==> config.mk <==
export PLATFORM = sky130hd
export DESIGN_NAME = timed_cover_relay_controller
export DESIGN_NICKNAME = d
export VERILOG_FILES = /design/src/rtl/core/tcrc_pkg.sv /design/src/rtl/core/timed_cover_relay_controller.sv /design/src/rtl/core/tcrc_div.sv /design/src/rtl/core/tcrc_ctrl.sv
export SDC_FILE = /design/constraint.sdc
export NUM_CORES = 2
export LEC_CHECK = 0
export BUFFER_PORTS_ARGS = -buffer_cell sky130_fd_sc_hd__buf_2
export CORE_MARGIN = 1.5
export CORE_UTILIZATION = 60
export DETAILED_ROUTE_END_ITERATION = 8
export GPL_ROUTABILITY_DRIVEN = 0
export GPL_TIMING_DRIVEN = 0
export PLACE_DENSITY_LB_ADDON = 0.08
export REMOVE_ABC_BUFFERS = 1
export SLEW_MARGIN = 10
export SYNTH_ARGS = -nofsm -noshare
export SYNTH_HDL_FRONTEND = slang
export SYNTH_SLANG_ARGS = --single-unit
export TNS_END_PERCENT = 5
==> constraint.sdc <==
create_clock -name clk -period 34.9 [get_ports clk]
set_clock_uncertainty 0.15 [all_clocks]
set_input_delay 0 -clock clk [delete_from_list [all_inputs] [get_ports clk]]
set_output_delay 0 -clock clk [all_outputs]
set_load 0.01 [all_outputs]
==> src/rtl/core/tcrc_pkg.sv <==
package tcrc_pkg;

  localparam logic [16:0] FULL = 17'd65536;

  localparam logic [1:0] OP_IDLE  = 2'd0;
  localparam logic [1:0] OP_OPEN  = 2'd1;
  localparam logic [1:0] OP_CLOSE = 2'd2;

  localparam logic [2:0] PH_TILT_MOVING  = 3'd0;
  localparam logic [2:0] PH_TILT_WAIT    = 3'd1;
  localparam logic [2:0] PH_TILT_STOPPED = 3'd2;
  localparam logic [2:0] PH_MOVING       = 3'd3;
  localparam logic [2:0] PH_MOVE_WAIT    = 3'd4;
  localparam logic [2:0] PH_ENDSTOP      = 3'd5;
  localparam logic [2:0] PH_STOPPED      = 3'd6;

  localparam logic [2:0] REQ_TICK = 3'd0;
  localparam logic [2:0] REQ_STOP = 3'd1;
  localparam logic [2:0] REQ_POS  = 3'd2;
  localparam logic [2:0] REQ_TILT = 3'd3;
  localparam logic [2:0] REQ_TOGG = 3'd4;

  localparam logic [2:0] REG_OPEN_TRAVEL  = 3'd0;
  localparam logic [2:0] REG_CLOSE_TRAVEL = 3'd1;
  localparam logic [2:0] REG_TILT_OPEN    = 3'd2;
  localparam logic [2:0] REG_TILT_CLOSE   = 3'd3;
  localparam logic [2:0] REG_EXTRA_WAIT   = 3'd4;
  localparam logic [2:0] REG_ENDSTOP_WAIT = 3'd5;
  localparam logic [2:0] REG_CTRL_DIS     = 3'd6;

  // divider command from controller to datapath
  typedef struct packed {
    logic start;
    logic [31:0] elapsed;
    logic [19:0] dur;
    logic tilt;
  } div_cmd_t;

  typedef struct packed {
    logic busy;
    logic [47:0] quot;
  } div_sts_t;

endpackage

==> src/rtl/core/timed_cover_relay_controller.sv <==
// Relay controller for a tilting-slat blind. A tick that updates the travel
// estimate goes through the accept cycle, the divide state (launch, 48
// restoring steps, done check), a commit cycle, and the load and hand-off of
// the output register. Commands, and ticks with no travel update, pass the
// divide state without the restoring steps. The result is placed in an output
// register that holds while m_tready is low; the next item is accepted only once
// the sequencer is idle and that register is empty. Config writes are taken any
// time and must only occur while idle.
module timed_cover_relay_controller
  import tcrc_pkg::*;
#(
  parameter int RELAY_DEAD_MS = 500,
  parameter int MAX_RELAY_ON_MS = 120000,
  parameter int REPORT_PERIOD_MS = 1000
) (
  input  logic clk,
  input  logic rst,
  input  logic s_tvalid,
  output logic s_tready,
  input  logic [23:0] s_tdata,   // target_value[16:0], zero fill
  input  logic [2:0] s_tuser,    // req_type
  output logic m_tvalid,
  input  logic m_tready,
  output logic [47:0] m_tdata,   // open_relay, close_relay, position_now[16:0],
                                 // tilt_now[16:0], operation[1:0], motion_phase[2:0],
                                 // zero fill
  output logic m_tuser,          // report
  input  logic cfg_valid,
  output logic cfg_ready,
  input  logic [2:0] cfg_index,
  input  logic [19:0] cfg_data
);
  logic [19:0] open_travel_ms, close_travel_ms, tilt_open_ms, tilt_close_ms;
  logic [19:0] extra_wait_ms, endstop_wait_ms;
  logic controls_disabled;
  div_cmd_t dcmd;
  div_sts_t dsts;
  logic clr_pos, clr_tilt, busy, res_valid, in_fire, rep;
  logic [1:0] rb, opv;
  logic [16:0] pos, tlt;
  logic [2:0] ph;
  logic out_full;

  // configuration registers
  assign cfg_ready = 1'b1;
  always_ff @(posedge clk) begin
    if (rst) begin
      open_travel_ms <= '0; close_travel_ms <= '0; tilt_open_ms <= '0;
      tilt_close_ms <= '0; extra_wait_ms <= '0; endstop_wait_ms <= '0;
      controls_disabled <= 1'b0;
    end else if (cfg_valid) begin
      unique case (cfg_index)
        REG_OPEN_TRAVEL:  open_travel_ms <= cfg_data;
        REG_CLOSE_TRAVEL: close_travel_ms <= cfg_data;
        REG_TILT_OPEN:    tilt_open_ms <= cfg_data;
        REG_TILT_CLOSE:   tilt_close_ms <= cfg_data;
        REG_EXTRA_WAIT:   extra_wait_ms <= cfg_data;
        REG_ENDSTOP_WAIT: endstop_wait_ms <= cfg_data;
        REG_CTRL_DIS:     controls_disabled <= cfg_data[0];
        default: ;
      endcase
    end
  end

  assign s_tready = !busy && !out_full && !res_valid;
  assign in_fire = s_tvalid && s_tready;

  tcrc_ctrl #(
    .RELAY_DEAD_MS(RELAY_DEAD_MS),
    .MAX_RELAY_ON_MS(MAX_RELAY_ON_MS),
    .REPORT_PERIOD_MS(REPORT_PERIOD_MS)
  ) u_ctrl (
    .clk, .rst, .in_fire,
    .req_type(s_tuser), .target_value(s_tdata[16:0]),
    .open_travel_ms, .close_travel_ms, .tilt_open_ms, .tilt_close_ms,
    .extra_wait_ms, .endstop_wait_ms, .controls_disabled,
    .dsts, .dcmd, .clr_pos, .clr_tilt, .busy, .res_valid,
    .relay_bits_o(rb), .position_o(pos), .tilt_o(tlt), .operation_o(opv),
    .phase_o(ph), .report_o(rep)
  );

  tcrc_div u_div (.clk, .rst, .cmd(dcmd), .clr_pos, .clr_tilt, .sts(dsts));

  // output register
  always_ff @(posedge clk) begin
    if (rst) begin
      out_full <= 1'b0;
    end else begin
      if (res_valid) begin
        out_full <= 1'b1;
        m_tdata <= {7'd0, ph, opv, tlt, pos, rb[1], rb[0]};
        m_tuser <= rep;
      end else if (m_tvalid && m_tready) begin
        out_full <= 1'b0;
      end
    end
  end
  assign m_tvalid = out_full;
endmodule

==> src/rtl/core/tcrc_div.sv <==
// restoring divider: (elapsed*65536 + rem) / dur, one quotient bit per cycle
module tcrc_div
  import tcrc_pkg::*;
(
  input  logic clk,
  input  logic rst,
  input  div_cmd_t cmd,
  input  logic clr_pos,
  input  logic clr_tilt,
  output div_sts_t sts
);
  logic [47:0] num;
  logic [47:0] quot;
  logic [20:0] rem_acc;
  logic [19:0] dur;
  logic [5:0] cnt;
  logic busy;
  logic tilt_sel;
  logic [19:0] pos_rem, tilt_rem;
  logic [20:0] trial;
  logic [47:0] num_init;

  assign trial = {rem_acc[19:0], num[47]};
  assign num_init = {cmd.elapsed, 16'd0} + {28'd0, (cmd.tilt ? tilt_rem : pos_rem)};

  always_ff @(posedge clk) begin
    if (rst) begin
      busy <= 1'b0;
      cnt <= '0;
      pos_rem <= '0;
      tilt_rem <= '0;
    end else begin
      if (cmd.start) begin
        busy <= 1'b1;
        cnt <= 6'd48;
        num <= num_init;
        rem_acc <= '0;
        quot <= '0;
        dur <= cmd.dur;
        tilt_sel <= cmd.tilt;
      end else if (busy) begin
        num <= {num[46:0], 1'b0};
        if (trial >= {1'b0, dur}) begin
          rem_acc <= trial - {1'b0, dur};
          quot <= {quot[46:0], 1'b1};
        end else begin
          rem_acc <= trial;
          quot <= {quot[46:0], 1'b0};
        end
        cnt <= cnt - 6'd1;
        if (cnt == 6'd1) busy <= 1'b0;
      end
      // remainder stored when division finishes
      if (busy && cnt == 6'd1) begin
        if (tilt_sel) tilt_rem <= (trial >= {1'b0, dur}) ? 20'(trial - {1'b0, dur})
                                                          : trial[19:0];
        else pos_rem <= (trial >= {1'b0, dur}) ? 20'(trial - {1'b0, dur}) : trial[19:0];
      end
      if (clr_pos) pos_rem <= '0;
      if (clr_tilt) tilt_rem <= '0;
    end
  end

  assign sts.busy = busy | cmd.start;
  assign sts.quot = quot;
endmodule

==> src/rtl/core/tcrc_ctrl.sv <==
// sequencer: decodes an item, runs the divider when needed, applies the model
module tcrc_ctrl
  import tcrc_pkg::*;
#(
  parameter int RELAY_DEAD_MS = 500,
  parameter int MAX_RELAY_ON_MS = 120000,
  parameter int REPORT_PERIOD_MS = 1000
) (
  input  logic clk,
  input  logic rst,
  input  logic in_fire,
  input  logic [2:0] req_type,
  input  logic [16:0] target_value,
  input  logic [19:0] open_travel_ms,
  input  logic [19:0] close_travel_ms,
  input  logic [19:0] tilt_open_ms,
  input  logic [19:0] tilt_close_ms,
  input  logic [19:0] extra_wait_ms,
  input  logic [19:0] endstop_wait_ms,
  input  logic controls_disabled,
  input  div_sts_t dsts,
  output div_cmd_t dcmd,
  output logic clr_pos,
  output logic clr_tilt,
  output logic busy,
  output logic res_valid,
  output logic [1:0] relay_bits_o,
  output logic [16:0] position_o,
  output logic [16:0] tilt_o,
  output logic [1:0] operation_o,
  output logic [2:0] phase_o,
  output logic report_o
);
  typedef enum logic [2:0] {
    S_IDLE = 3'b001,
    S_DIV  = 3'b010,
    S_DONE = 3'b100
  } state_t;

  state_t state, state_next;
  logic [2:0] rtype;
  logic [16:0] tv;

  logic [31:0] ms_clock, move_start_ms, phase_time_ms, relay_change_ms;
  logic [31:0] last_update_ms, last_report_ms;
  logic [16:0] cur_position, cur_tilt, goal_position, goal_tilt;
  logic [1:0] cur_operation, prev_operation, waiting_operation, relay_bits;
  logic [2:0] phase;

  // working copies for the combinational update
  logic [31:0] n_ms, n_ms_start, n_ph_t, n_rc, n_lu, n_lr;
  logic [16:0] n_pos, n_tilt, n_gp, n_gt;
  logic [1:0] n_cop, n_pop, n_wop, n_rb;
  logic [2:0] n_ph;
  logic n_rep, n_cpos, n_ctilt;
  logic need_div, div_tilt, div_up;
  logic [19:0] div_dur;
  logic [31:0] div_el;
  logic [16:0] div_v;
  logic rep;

  logic [31:0] now, el;
  logic tracking;

  assign tracking = (open_travel_ms != 20'd0) && (close_travel_ms != 20'd0);

  // saturating apply of the quotient
  function automatic logic [16:0] apply_q(input logic [16:0] v, input logic [47:0] d,
                                          input logic up);
    logic [47:0] room;
    begin
      room = up ? 48'(FULL - v) : 48'(v);
      if (d >= room) apply_q = up ? FULL : 17'd0;
      else apply_q = up ? 17'(v + d[16:0]) : 17'(v - d[16:0]);
    end
  endfunction

  function automatic logic sat_q(input logic [16:0] v, input logic [47:0] d, input logic up);
    sat_q = up ? (d >= 48'(FULL - v)) : (d >= 48'(v));
  endfunction

  always_comb begin
    logic go;
    logic [1:0] op, other;
    logic is_tick;
    n_ms = ms_clock; n_ms_start = move_start_ms; n_ph_t = phase_time_ms;
    n_rc = relay_change_ms; n_lu = last_update_ms; n_lr = last_report_ms;
    n_pos = cur_position; n_tilt = cur_tilt; n_gp = goal_position; n_gt = goal_tilt;
    n_cop = cur_operation; n_pop = prev_operation; n_wop = waiting_operation;
    n_rb = relay_bits; n_ph = phase; n_rep = 1'b0; n_cpos = 1'b0; n_ctilt = 1'b0;
    need_div = 1'b0; div_tilt = 1'b0; div_up = 1'b0; div_dur = '0; div_v = '0;
    go = 1'b0; op = OP_IDLE; other = OP_IDLE;
    is_tick = (rtype == REQ_TICK);
    now = ms_clock + (is_tick ? 32'd1 : 32'd0);
    el = now - last_update_ms;
    div_el = el;

    if (is_tick) begin
      n_ms = now;
      if (cur_operation != OP_IDLE) begin
        if (tracking) begin
          n_lu = now;
          if (cur_operation == OP_OPEN) begin
            unique case (phase)
              PH_TILT_MOVING: begin
                if (cur_tilt >= goal_tilt) begin
                  n_ph_t = now;
                  if (goal_tilt == FULL)
                    n_ph = (cur_position >= goal_position) ? PH_ENDSTOP : PH_TILT_WAIT;
                  else n_ph = PH_TILT_STOPPED;
                end else if (tilt_open_ms == 20'd0) begin
                  n_tilt = FULL; n_ctilt = 1'b1;
                end else begin
                  need_div = 1'b1; div_tilt = 1'b1; div_up = 1'b1;
                  div_dur = tilt_open_ms; div_v = cur_tilt;
                end
              end
              PH_TILT_WAIT:
                if (now - phase_time_ms > 32'(extra_wait_ms)) begin
                  n_ph = PH_TILT_STOPPED; n_ph_t = now;
                end
              PH_TILT_STOPPED: begin
                n_rb[0] = 1'b0;
                if (cur_position >= goal_position) n_ph = PH_STOPPED;
                else if (now - phase_time_ms > 32'(RELAY_DEAD_MS)) begin
                  n_rb[0] = 1'b1; n_ph = PH_MOVING; n_ph_t = now;
                end
              end
              PH_MOVING: begin
                if (cur_position >= goal_position) begin
                  n_ph_t = now;
                  n_ph = (goal_position == FULL) ? PH_ENDSTOP : PH_STOPPED;
                end else begin
                  need_div = 1'b1; div_up = 1'b1;
                  div_dur = open_travel_ms; div_v = cur_position;
                end
              end
              PH_MOVE_WAIT:
                if (now - phase_time_ms > 32'(extra_wait_ms)) begin
                  n_ph = PH_STOPPED; n_ph_t = now;
                end
              PH_ENDSTOP: begin n_cop = OP_IDLE; n_rep = 1'b1; end
              PH_STOPPED: begin n_rb[0] = 1'b0; n_cop = OP_IDLE; n_rep = 1'b1; end
              default: ;
            endcase
          end else begin
            unique case (phase)
              PH_TILT_MOVING: begin
                if (cur_tilt <= goal_tilt) begin
                  n_ph_t = now;
                  n_ph = (goal_tilt == 17'd0) ? PH_ENDSTOP : PH_TILT_STOPPED;
                end else if (tilt_close_ms == 20'd0) begin
                  n_tilt = 17'd0; n_ctilt = 1'b1;
                end else begin
                  need_div = 1'b1; div_tilt = 1'b1;
                  div_dur = tilt_close_ms; div_v = cur_tilt;
                end
              end
              PH_TILT_WAIT:
                if (now - phase_time_ms > 32'(extra_wait_ms)) begin
                  n_ph = PH_TILT_STOPPED; n_ph_t = now;
                end
              PH_TILT_STOPPED: begin n_rb[1] = 1'b0; n_cop = OP_IDLE; n_rep = 1'b1; end
              PH_MOVING: begin
                if (cur_position <= goal_position) begin
                  n_ph_t = now;
                  if (goal_position == 17'd0)
                    n_ph = (cur_tilt <= goal_tilt) ? PH_ENDSTOP : PH_MOVE_WAIT;
                  else n_ph = PH_STOPPED;
                end else begin
                  need_div = 1'b1;
                  div_dur = close_travel_ms; div_v = cur_position;
                end
              end
              PH_MOVE_WAIT:
                if (now - phase_time_ms > 32'(extra_wait_ms)) begin
                  n_ph = PH_STOPPED; n_ph_t = now;
                end
              PH_ENDSTOP: begin n_cop = OP_IDLE; n_rep = 1'b1; end
              PH_STOPPED: begin
                n_rb[1] = 1'b0;
                if (cur_tilt <= goal_tilt) n_ph = PH_TILT_STOPPED;
                else if (now - phase_time_ms > 32'(RELAY_DEAD_MS)) begin
                  n_rb[1] = 1'b1; n_ph = PH_TILT_MOVING; n_ph_t = now;
                end
              end
              default: ;
            endcase
          end
        end else if (now - move_start_ms > 32'(MAX_RELAY_ON_MS)) begin
          if (cur_operation == OP_OPEN) begin n_pos = FULL; n_rb[0] = 1'b0; end
          else begin n_pos = 17'd0; n_rb[1] = 1'b0; end
          n_cop = OP_IDLE; n_rc = now; n_rep = 1'b1;
        end
        if (now - last_report_ms > 32'(REPORT_PERIOD_MS)) begin
          n_rep = 1'b1; n_lr = now;
        end
      end else if (phase == PH_ENDSTOP && (now - phase_time_ms > 32'(endstop_wait_ms))) begin
        n_ph = PH_STOPPED; n_rb = 2'b00; n_rc = now;
      end
      // pending start retried once the dead time has passed
      if (n_wop != OP_IDLE && (now - n_rc > 32'(RELAY_DEAD_MS))) begin
        go = 1'b1; op = n_wop;
      end
    end else if (!controls_disabled && rtype <= REQ_TOGG) begin
      if (phase == PH_ENDSTOP) begin
        n_rb = 2'b00; n_rc = now; n_ph = PH_STOPPED;
      end
      unique case (rtype)
        REQ_STOP: begin n_gp = cur_position; n_gt = cur_tilt; go = 1'b1; op = OP_IDLE; end
        REQ_POS: begin
          n_gp = tv;
          if (!tracking) begin go = 1'b1; op = (tv == FULL) ? OP_OPEN : OP_CLOSE; end
          else if (cur_tilt != FULL) begin
            n_gt = FULL; n_ph = PH_TILT_MOVING; go = 1'b1; op = OP_OPEN;
          end else if (tv > cur_position) begin
            n_ph = PH_MOVING; go = 1'b1; op = OP_OPEN;
          end else if (tv < cur_position) begin
            n_ph = PH_MOVING; go = 1'b1; op = OP_CLOSE;
          end
        end
        REQ_TILT: begin
          n_gt = tv;
          if (cur_position != 17'd0) begin
            n_gp = 17'd0; go = 1'b1; op = OP_CLOSE; n_ph = PH_MOVING;
          end else if (tv > cur_tilt) begin
            n_ph = PH_TILT_MOVING; go = 1'b1; op = OP_OPEN;
          end else if (tv < cur_tilt) begin
            n_ph = PH_TILT_MOVING; go = 1'b1; op = OP_CLOSE;
          end
        end
        REQ_TOGG: begin
          go = 1'b1;
          if (cur_operation != OP_IDLE) op = OP_IDLE;
          else if (cur_position == 17'd0 || prev_operation == OP_CLOSE) begin
            n_gp = FULL; op = OP_OPEN;
            if (cur_tilt != FULL) begin n_gt = FULL; n_ph = PH_TILT_MOVING; end
            else n_ph = PH_MOVING;
          end else begin
            n_gp = 17'd0;
            if (cur_tilt != FULL) begin
              n_gt = FULL; n_ph = PH_TILT_MOVING; op = OP_OPEN;
            end else begin n_ph = PH_MOVING; op = OP_CLOSE; end
          end
        end
        default: ;
      endcase
    end

    // start of an operation, relay dead time handled here
    if (go && op != n_cop) begin
      if (op == OP_OPEN || op == OP_CLOSE) begin
        other = (op == OP_OPEN) ? OP_CLOSE : OP_OPEN;
        if (n_pop == other) begin
          n_rb = 2'b00; n_wop = op; n_rc = now; n_pop = OP_IDLE;
        end
        if (now - n_rc > 32'(RELAY_DEAD_MS)) begin
          n_rb = n_rb | ((op == OP_OPEN) ? 2'b01 : 2'b10);
          n_wop = OP_IDLE; n_pop = op; n_rc = now; n_ms_start = now;
        end else n_wop = op;
      end else begin
        n_rb = 2'b00; n_wop = OP_IDLE; n_rc = now; n_pop = OP_IDLE;
      end
      if (n_wop == OP_IDLE) begin
        n_cop = op; n_lu = now; n_cpos = 1'b1; n_ctilt = 1'b1; n_rep = 1'b1;
      end
    end
  end

  always_comb begin
    state_next = state;
    unique case (state)
      S_IDLE: if (in_fire) state_next = S_DIV;
      S_DIV:  if (!dsts.busy) state_next = S_DONE;
      S_DONE: state_next = S_IDLE;
      default: state_next = S_IDLE;
    endcase
  end

  // divider launched on first cycle of S_DIV when a travel update is due
  logic div_started;
  assign dcmd.start = (state == S_DIV) && need_div && !div_started;
  assign dcmd.elapsed = div_el;
  assign dcmd.dur = div_dur;
  assign dcmd.tilt = div_tilt;
  assign clr_pos = (state == S_DONE) && (n_cpos ||
                   (need_div && !div_tilt && sat_q(div_v, dsts.quot, div_up)));
  assign clr_tilt = (state == S_DONE) && (n_ctilt ||
                    (need_div && div_tilt && sat_q(div_v, dsts.quot, div_up)));

  always_ff @(posedge clk) begin
    if (rst) begin
      state <= S_IDLE;
      div_started <= 1'b0;
      res_valid <= 1'b0;
      ms_clock <= '0; move_start_ms <= '0; phase_time_ms <= '0; relay_change_ms <= '0;
      last_update_ms <= '0; last_report_ms <= '0;
      cur_position <= 17'd32768; cur_tilt <= FULL; goal_position <= '0; goal_tilt <= '0;
      cur_operation <= OP_IDLE; prev_operation <= OP_IDLE; waiting_operation <= OP_IDLE;
      relay_bits <= 2'b00; phase <= PH_STOPPED; rep <= 1'b0;
    end else begin
      state <= state_next;
      if (state == S_IDLE && in_fire) begin
        rtype <= req_type;
        tv <= (target_value > FULL) ? FULL : target_value;
        div_started <= 1'b0;
      end
      if (dcmd.start) div_started <= 1'b1;
      if (state == S_DONE) begin
        ms_clock <= n_ms; move_start_ms <= n_ms_start; phase_time_ms <= n_ph_t;
        relay_change_ms <= n_rc; last_update_ms <= n_lu; last_report_ms <= n_lr;
        goal_position <= n_gp; goal_tilt <= n_gt;
        cur_operation <= n_cop; prev_operation <= n_pop; waiting_operation <= n_wop;
        relay_bits <= n_rb; phase <= n_ph; rep <= n_rep;
        if (need_div && div_tilt) cur_tilt <= apply_q(div_v, dsts.quot, div_up);
        else cur_tilt <= n_tilt;
        if (need_div && !div_tilt) cur_position <= apply_q(div_v, dsts.quot, div_up);
        else cur_position <= n_pos;
      end
      res_valid <= (state == S_DONE);
    end
  end

  assign busy = (state != S_IDLE);
  assign relay_bits_o = relay_bits;
  assign position_o = cur_position;
  assign tilt_o = cur_tilt;
  assign operation_o = cur_operation;
  assign phase_o = phase;
  assign report_o = rep;
endmodule
==> key figures <==
Power and ir drop
  • Seq pwr share: between 40% and 50%
  • PwrDens: between 30 and 40 nW/µm²
  • Power, Total: 1699 µW
  • Pint: between 1000 and 1500 µW
  • Lkg Pwr: ~0.020 µW
  • P_sw: slightly below 400 µW
  • Peak supply drop: ~0.042 mV
  • Logic pwr share: under 10%
  • Sw Ratio: a little under a quarter
  • Clock share of power: 50.2%

STA
  • Final hold viol count: 0
  • Final setup fails: 0
  • Crit share post-route: between 60% and 70%
  • Worst Tran Pin Value: around 1.3 ns
  • Setup TNS: 0 ns
  • Tmin final: roughly 23 ns
  • Slew HR: between 10% and 20%
  • Hold Worst Slack: just over 0.07 ns
  • Slew Viols, Final: 0
  • Worst setup margin: ~12 ns
  • Achievable Freq: 43.44 MHz
  • RSZ-0062 raised after global routing: false

Route
  • Final wirelength: roughly 140 mm
  • DRT Pass-1 Iters: 9
  • Routed via count: roughly 44000
  • Post-route DRC: 0
  • Final ANT Viol Nets: 0
  • Initial DRC count: about 4200
  • Avg Vias per Cell: 6.281
  • Post-DR wirelength/cell: about 19 µm

Clocking
  • Post-CTS Resized: 0
  • Maximum root-to-sink buffer count: 3
  • H-tree depth: 3
  • Clk Latency, worst-skew pair: between 0.6 and 0.7 ns
  • Clock root cell: clkbuf_16
  • TritonCTS clock tree: built
  • CTS sink cnt: 645
  • Reg clk slew, reported paths: ~0.060 ns
  • CTS Buf Count: 76

Worst setup path
  • Worst path arrival time: around 23 ns
  • Critical path endpoint category: flop
  • Cell family with most CP delay: simple AND/OR/NAND/NOR gates
  • Slowest cell on the critical path: xor2_1
  • CP startpoint kind: flop
  • Worst path required time: about 35 ns
  • Buffers & Inverters on Critical Path: 6
  • Crit path kind: reg2reg
  • CP dominant cell by count: ha_1
  • Crit Path Max Fanout: 63
  • CP max stage delay: 0.91 ns

Floorplanning
  • Ports: approximately 110
  • Total die area: between 80000 and 90000 µm²
  • FP Rows: 102
  • Die height: around 280 µm
  • Starting Density: 60.79%
  • Core Region: 77720 µm²
  • Die span in x: roughly 280 µm

Place
  • DP Worst Slack: 12.71 ns
  • PortBufs: 91
  • Placed Area: slightly below 50000 µm²
  • DP HPWL: between 100 and 150 mm

Global route
  • Grt ovf: 0
  • Tot GR Track Use: 32.82%
  • Global-route wire length before repair: approximately 220 mm
  • Vias in the first global route: 41210
  • Initial antenna violation count: 2
  • Pin count of the biggest net entering global routing: approximately 130

Synth
  • Mapped Cells: between 5000 and 6000
  • Most instantiated cells after synthesis: 669 x nand2_1, 572 x nor2_1, 516 x a21oi_1, 446 x dfxtp_1, 443 x ha_1
  • Synth area leader: dfxtp_1
  • Ys flop type: dfxtp_1
  • Synthesized area: 47250 µm²
  • Synth cell types: 105
  • Post-synth EDFFs: 199
  • Async set-reset flop share out of synthesis: 0%
  • Syn Area/Cell: 7.974 µm²
  • Sequential element share of the synthesized area: roughly a third
  • Ranking of synthesized cells by area: dfxtp_1 19%, edfxtp_1 13%, ha_1 12%
  • FF+latch count, synth: about 650
  • Yosys top cell area share: 18.90%
  • Yosys warnings: 0
  • Dominant cell by count in the synthesized netlist: nand2_1

Flow run
  • Maxcap violations: 0

Cells and area
  • Syn-to-layout area delta: 10.15%
  • Number of nets in the layout: 6422
  • Final Instance Area: 52040 µm²
  • Layout cells sized above 1: approximately 5.9%
  • Fill cell count: 6568

Hold path
  • Worst hold path type: in2reg

Status
  • Status: complete, no violations
==> area by class of cell <==
cell class | count | area, µm² | share of cell area (%)
timing repair buffer | 191 | 1733 | 3.330
antenna | 1 | 2.502 | 0.004808
clock inverter | 41 | 615.6 | 1.183
tap | 1040 | 1301 | 2.500
multi-input combinational | 4586 | 29870 | 57.39
clock buffer | 97 | 2062 | 3.962
inverter | 415 | 1558 | 2.993
sequential | 645 | 14900 | 28.64
==> routing by layer <==
layer  global-route usage, %  vias to the layer above  routed length [µm]
met2                   53.54                     1756               61960
met4                   13.37                        0                5299
li1                        -                    21300                   -
met1                   43.92                    20670               58560
met5                       0                        -                   0
met3                   4.252                      339               10510
==> per-stage QoR <==
step | utilization, % | instances
after global placement | 61.62 | 6777
after floorplan | - | 5646
final | 66.96 | 7016
after CTS | 66.94 | 7015
after global routing | 66.96 | 7016
after detailed placement | 62.72 | 6817
==> flip-flops by register name, summed over array words and instances (netlist names), 32 cells and up <==
register,cells
u_ctrl.relay_change_ms,32
u_ctrl.last_report_ms,32
u_div.num,48
u_ctrl.ms_clock,32
u_ctrl.last_update_ms,32
u_div.quot,48
m_tdata,41
u_ctrl.move_start_ms,32
u_ctrl.phase_time_ms,32
==> path summary, 6_finish.rpt <==
kind	start	to	slack, ns	cells past startpoint
worst max-delay path	u_ctrl.rtype[0]	u_ctrl.last_update_ms[14]	11.88	71
worst min-delay path	s_tdata[10]	u_ctrl.tv[10]	0.07	3
worst max register to register	u_ctrl.rtype[0]	u_ctrl.last_update_ms[14]	11.88	71
worst min register to register	extra_wait_ms[16]	extra_wait_ms[16]	0.30	2
==> cell usage in the layout, fill, tap and decap left out, types with 90 or more instances in the layout <==
| cell | instances |
|---|---|
| a211oi_1 | 209 |
| dfxtp_1 | 446 |
| inv_1 | 414 |
| a21oi_1 | 515 |
| buf_2 | 90 |
| nand2_1 | 668 |
| nand2b_1 | 124 |
| o21ai_0 | 340 |
| xnor2_1 | 171 |
| nor2_1 | 559 |
| a21o_1 | 132 |
| nand3_1 | 104 |
| edfxtp_1 | 199 |
| ha_1 | 443 |
==> worst min-delay path, stage by stage <==
cell           delay (ns)
dlygate4sd3_1        0.53
buf_2                0.12
nor2b_1              0.11
==> kinds of logic after synthesis <==
logic type / after synthesis / share of synthesized area, %
muxes: 74 / 1.631
buffers and inverters: 700 / 5.702
DFF: 645 / 31.55
and+or+nand+nor: 2092 / 21.08
AOI/OAI and AO/OA: 1704 / 23.14
xor gates and xnor gates: 252 / 4.687
adders and majority gates: 456 / 12.20
other: 2 / 0.01590
==> power groups by stage <==
| stage | Clock [µW] | Combinational (µW) | Sequential, µW |
|---|---|---|---|
| 6_report | 853 | 67.7 | 778 |
| 5_1_grt | 892 | 72.2 | 778 |
| 4_1_cts | 862 | 65.5 | 778 |
| 3_5_place_dp | 0 | 60.3 | 794 |
| 3_3_place_gp | 0 | 57.5 | 794 |
| 2_1_floorplan | 0 | 28.6 | 792 |
==> repair_timing <==
item                                   in CTS  in global routing
endpoints found under the hold margin     196                  0
buffers inserted                            0                  0
hold buffers                               60                  0
No activity file was read; power rests on OpenSTA's default activity.
